===== config.mk =====
export PLATFORM = sky130hd
export DESIGN_NAME = magcal_tracker
export DESIGN_NICKNAME = d
export VERILOG_FILES = /design/src/hw/rtl/magcal_pkg.sv /design/src/hw/rtl/magcal_tracker.sv
export SDC_FILE = /design/constraint.sdc
export NUM_CORES = 1
export LEC_CHECK = 0
export BUFFER_PORTS_ARGS = -buffer_cell sky130_fd_sc_hd__buf_2
export CAP_MARGIN = 0
export CORE_ASPECT_RATIO = 1.1
export CORE_MARGIN = 8
export CORE_UTILIZATION = 40
export CTS_CLUSTER_SIZE = 8
export DETAILED_ROUTE_END_ITERATION = 12
export PLACE_DENSITY_LB_ADDON = 0.05
export SYNTH_ARGS = -nofsm -noshare
export SYNTH_HDL_FRONTEND = slang
export SYNTH_SLANG_ARGS = --single-unit
export TNS_END_PERCENT = 20

===== constraint.sdc =====
create_clock -name clock -period 5.7 [get_ports clock]
set_clock_uncertainty 0.2 [all_clocks]
set_input_delay 0.285 -clock clock [delete_from_list [all_inputs] [get_ports clock]]
set_output_delay 0.285 -clock clock [all_outputs]
set_load 0.005 [all_outputs]

===== src/hw/rtl/magcal_pkg.sv =====
// Shared constants and types for the magnetometer iron calibration block
package magcal_pkg;

   localparam int SAMPLE_BITS_DEFAULT = 16;
   localparam int COEF_BITS_DEFAULT   = 16;
   localparam int SENTINEL_BITS       = 15;
   localparam int SENTINEL            = 9999;

   localparam int CAL_COUNT_BITS = 16;
   localparam logic [CAL_COUNT_BITS-1:0] CAL_COUNT_RESET = 16'd5000;

   localparam int CORR_BITS = 24;
   localparam int CORR_MAX  = 8388607;
   localparam int CORR_MIN  = -8388608;

   localparam int FUNC_BITS = 2;
   localparam logic [FUNC_BITS-1:0] FUNC_RESTART = 2'd0;
   localparam logic [FUNC_BITS-1:0] FUNC_CAL     = 2'd1;
   localparam logic [FUNC_BITS-1:0] FUNC_CORRECT = 2'd2;

   localparam int CSR_INDEX_BITS = 2;
   localparam logic [CSR_INDEX_BITS-1:0] CSR_CAL_COUNT = 2'd0;
   localparam logic [CSR_INDEX_BITS-1:0] CSR_ROW0      = 2'd1;
   localparam logic [CSR_INDEX_BITS-1:0] CSR_ROW1      = 2'd2;
   localparam logic [CSR_INDEX_BITS-1:0] CSR_ROW2      = 2'd3;

   typedef struct packed {
      logic                 fire;
      logic [FUNC_BITS-1:0] func;
   } magcal_cmd_type;

endpackage


===== src/hw/rtl/magcal_tracker.sv =====
// Min/max tracking, sample tally and hard-iron offset latch
module magcal_tracker
   import magcal_pkg::*;
#(
   parameter int SAMPLE_BITS = SAMPLE_BITS_DEFAULT,
   parameter int LIM_BITS    = SAMPLE_BITS_DEFAULT
) (
   input  logic                          clock,
   input  logic                          reset,
   input  magcal_cmd_type                cmd,
   input  logic signed [SAMPLE_BITS-1:0] raw [3],
   input  logic [CAL_COUNT_BITS-1:0]     cal_count,
   output logic signed [LIM_BITS:0]      offset_sum [3],
   output logic                          latched_next
);

   localparam logic signed [LIM_BITS-1:0] LOW_INIT  = LIM_BITS'(SENTINEL);
   localparam logic signed [LIM_BITS-1:0] HIGH_INIT = LIM_BITS'(-SENTINEL);

   logic signed [LIM_BITS-1:0] low_ff [3];
   logic signed [LIM_BITS-1:0] low_in [3];
   logic signed [LIM_BITS-1:0] high_ff [3];
   logic signed [LIM_BITS-1:0] high_in [3];
   logic signed [LIM_BITS:0]   offset_ff [3];
   logic signed [LIM_BITS:0]   offset_in [3];
   logic [CAL_COUNT_BITS-1:0]  tally_ff;
   logic [CAL_COUNT_BITS-1:0]  tally_in;
   logic                       latched_ff;
   logic                       latched_in;
   logic signed [LIM_BITS-1:0] raw_ext [3];

   always_comb begin
      low_in     = low_ff;
      high_in    = high_ff;
      offset_in  = offset_ff;
      tally_in   = tally_ff;
      latched_in = latched_ff;
      for (int i = 0; i < 3; i++) begin
         raw_ext[i] = LIM_BITS'(raw[i]);
      end
      if (cmd.fire) begin
         unique case (cmd.func)
            FUNC_RESTART: begin
               for (int i = 0; i < 3; i++) begin
                  low_in[i]    = LOW_INIT;
                  high_in[i]   = HIGH_INIT;
                  offset_in[i] = '0;
               end
               tally_in   = '0;
               latched_in = 1'b0;
            end
            FUNC_CAL: begin
               if (!latched_ff) begin
                  for (int i = 0; i < 3; i++) begin
                     if (raw_ext[i] < low_ff[i]) begin
                        low_in[i] = raw_ext[i];
                     end
                     if (raw_ext[i] > high_ff[i]) begin
                        high_in[i] = raw_ext[i];
                     end
                  end
                  tally_in = tally_ff + 1'b1;
                  if ((tally_in >= cal_count) || (tally_in == '0)) begin
                     for (int i = 0; i < 3; i++) begin
                        offset_in[i] = (LIM_BITS+1)'(high_in[i]) + (LIM_BITS+1)'(low_in[i]);
                     end
                     latched_in = 1'b1;
                  end
               end
            end
            default: begin
            end
         endcase
      end
   end

   always_ff @(posedge clock) begin
      if (reset) begin
         for (int i = 0; i < 3; i++) begin
            low_ff[i]    <= LOW_INIT;
            high_ff[i]   <= HIGH_INIT;
            offset_ff[i] <= '0;
         end
         tally_ff   <= '0;
         latched_ff <= 1'b0;
      end else begin
         low_ff     <= low_in;
         high_ff    <= high_in;
         offset_ff  <= offset_in;
         tally_ff   <= tally_in;
         latched_ff <= latched_in;
      end
   end

   assign offset_sum   = offset_ff;
   assign latched_next = latched_in;

endmodule


==> impl_metrics.yaml <==
routing:
  detail_route.wl_per_cell_um: 17.72
  postRouteAntennaNets: 0
  drt-vias-per-instance: 5.394
  routed-via-count: 11100
  count_of_routing_violations_after_the_opening_detailed_route_iteration: 703
  drc_errors: 0
  drt_pass1_iterations: 7
  totalWireLength_um: 36450
timing:
  grt_setup_unrepaired: "no"
  max-slew-margin-rel: 0.2481
  period_share: 0.9368
  worst_hold_slack_ns: 0.02117
  tightestPinTransition_ns: 1.122
  max_freq_ghz: 0.1873
  timing.setup.tns_ns: 0
  finalHoldViolCount: 0
  final-setup-viol-count: 0
  maxSlewViolCount: 0
  layout_min_cycle_time_ns: 5.340
  layout_setup_ws_ns: 0.3602
setup_path:
  setup.worst_path.end_class: "register"
  critPathArrivalTime_ns: 5.49
  r2r_setup_slack_ns: 0.53
  setup.worst_path.class: "primary input to register"
  r2r_start: "high_ff[33]"
  timing.critical_path.from_type: "primary input"
  setup.worst_path.start: "raw[33]"
  path_max_fanout: 27
  cp_data_required_time_ns: 5.85
global_route:
  grt_max_degree: 79
  grt_pass1_wl_um: 58780
  globalRouteOverflowTotal: 0
  initial_antenna_violation_count: 0
  vias_in_the_first_global_route: 10860
  grtUsageTotal: 0.1966
hold_path:
  worstHoldStart: "raw[32]"
  min_path_type: "primary input to register"
logic_synthesis:
  post_synth_xor_area_fraction: 0.03407
  mappedNetlistNets: 1720
  synth_top_family_by_area: "compound AO/OA/AOI/OAI gates"
  number_of_synthesized_flops_with_an_enable_pin: 0
  synth_top_cells_by_count: "sky130_fd_sc_hd__dfxtp_1 (164), sky130_fd_sc_hd__ha_1 (158), sky130_fd_sc_hd__nand2_1 (150)"
  muxShareOfSynthArea: 0.08853
  ys_ff_latch: 164
  synth-compound-area-share: 0.2086
  synth-seq-area-share: 0.2661
  syn-instance-count: 1490
  synthAdderAreaFrac: 0.1651
  netlist.area_leader.share: 0.2661
  syn-cell-area_mm2: 0.01234
  synth.avg_cell_area_um2: 8.281
  postSynth.topFlopCell: "sky130_fd_sc_hd__dfxtp_1"
  yosys_warnings: 0
  synthDominantAreaCellType: "sky130_fd_sc_hd__dfxtp_1"
  synth-simple-area-share: 0.1738
  netlist-cell-type-count: 61
  synthArstFlopShare: 0
  synth.most_common_cell: "sky130_fd_sc_hd__dfxtp_1"
  synthTopCellsByArea: "sky130_fd_sc_hd__dfxtp_1 (27%), sky130_fd_sc_hd__ha_1 (16%), sky130_fd_sc_hd__nand2_1 (4.6%), sky130_fd_sc_hd__mux2_2 (4.5%), sky130_fd_sc_hd__mux2i_1 (4.4%)"
placed_design:
  placed_cell_area_mm2: 0.01338
  finalWeightedCongestion: 0.8412
  preCtsSetupSlack_ns: 0.4907
  numPortBuffers: 120
  place.detailed.hpwl_um: 26770
cells_and_area:
  flow.area_growth_from_synthesis_pct: 17.22
  nets: 1860
  insertedDiodeCount: 0
  postLayoutCellArea_mm2: 0.01446
  post_route_cells_drive_above_1_share: 0.1589
  layout.core_utilization: 0.4753
run:
  cap_viol_max_count: 0
clocking:
  clk_transition_reported_paths_ns: 0.07
  clkSinkCount: 164
  clk_path_buf_depth: 2
  tritoncts: "yes"
  number_of_levels_the_h_tree_was_split_into: 4
  post_cts_setup_buffers: 0
  clkLatencyLatePin_ns: 0.44
  cts.root.buffer_cell: "sky130_fd_sc_hd__clkbuf_16"
  numCtsBuffers: 17
status:
  outcome: "finished clean"
floorplan:
  die-height_um: 200.2
  design.portCount: 121
  floorplan.core_area_mm2: 0.03043
  placementRows: 67
  effective_utilization_at_floorplan: 0.4055
  die_width_um: 183.5
  die_area_mm2: 0.03673
power:
  ir_worst_vdd_mv: 0.1729
  power_density_mw_per_mm2: 227.2
  cellLeakagePower_nw: 6.770
## repair_timing
| action | CTS | global route |
|---|---|---|
| hold buffers | 46 | 0 |
| gates resized for setup | 0 | 1 |
| endpoints found under the setup margin | 0 | 2 |
| hold endpoints to repair | 72 | 0 |
## layout by cell type (no fill, tap or decap), types with 46 or more instances in the layout
master	count
sky130_fd_sc_hd__dlygate4sd3_1	46
sky130_fd_sc_hd__nand2_1	149
sky130_fd_sc_hd__dfxtp_1	164
sky130_fd_sc_hd__buf_2	120
sky130_fd_sc_hd__mux2i_1	53
sky130_fd_sc_hd__mux2_2	49
sky130_fd_sc_hd__nor2_1	122
sky130_fd_sc_hd__o21ai_0	97
sky130_fd_sc_hd__a21oi_1	51
sky130_fd_sc_hd__ha_1	158
sky130_fd_sc_hd__inv_1	123
## power breakdown
group / switching, mW / internal [mW]
Sequential: 0.00931 / 1.16
Combinational: 0.510 / 0.366
Clock: 0.533 / 0.708
## cell families (layout without fill, tap and decap cells)
group           count (synthesis)  in the layout
mux                           103            103
buf+inv                       195            348
xor+xnor                       48             48
simple gates                  448            448
fa+ha+maj                     161            161
flops                         164            164
compound gates                371            371
## sequential cells by signal, summed over array words and instances, names as in the netlist
register / count
tally_ff: 16
high_ff: 48
offset_sum: 51
low_ff: 48
latched_ff: 1
## per-stage QoR
step | instances | power [mW]
global route | 2057 | 3.465
detailed placement | 1979 | 2.042
finish | 2057 | 3.286
floorplan | 1490 | 1.789
global placement | 1979 | 2.041
CTS | 2057 | 3.321
## area by class of cell
type,count,area (um^2)
inverters,123,461.7
well taps,414,518.0
flip-flops and latches,164,3283
repair buffers,193,1276
clock inverters,14,175.2
multi-input cells,1131,8309
clock buffers,18,439.2
fillers,3081,15970
## worst max-delay path: stages
cell,delay (ns)
sky130_fd_sc_hd__dlygate4sd3_1,0.54
sky130_fd_sc_hd__buf_2,0.17
sky130_fd_sc_hd__ha_1,0.32
sky130_fd_sc_hd__nor2b_1,0.14
sky130_fd_sc_hd__o21a_1,0.16
sky130_fd_sc_hd__o21ai_0,0.25
sky130_fd_sc_hd__a21oi_1,0.13
sky130_fd_sc_hd__or3_1,0.34
sky130_fd_sc_hd__a211oi_2,0.43
sky130_fd_sc_hd__buf_4,0.33
sky130_fd_sc_hd__o21ai_0,0.12
sky130_fd_sc_hd__ha_1,0.33
sky130_fd_sc_hd__o21ai_0,0.12
sky130_fd_sc_hd__o21ai_0,0.28
sky130_fd_sc_hd__nand2_1,0.14
sky130_fd_sc_hd__o311ai_0,0.76
sky130_fd_sc_hd__a221oi_1,0.23
sky130_fd_sc_hd__xor2_1,0.18
sky130_fd_sc_hd__o31ai_1,0.23
## final timing paths
| kind | cells past startpoint | endpoint |
|---|---|---|
| worst max-delay path | 19 | offset_sum[49] |
| worst min register to register | 2 | high_ff[34] |
| worst min-delay path | 3 | low_ff[32] |
| worst max register to register | 18 | offset_sum[49] |
## per-layer routing
layer	up-vias	wire, um	global-route usage
met5	-	0	0
met4	0	672	0.05291
met3	45	1281	0.02607
met2	224	16970	0.3252
met1	5196	17520	0.2633
li1	5631	-	-
Power figures use the tool's default switching activity.
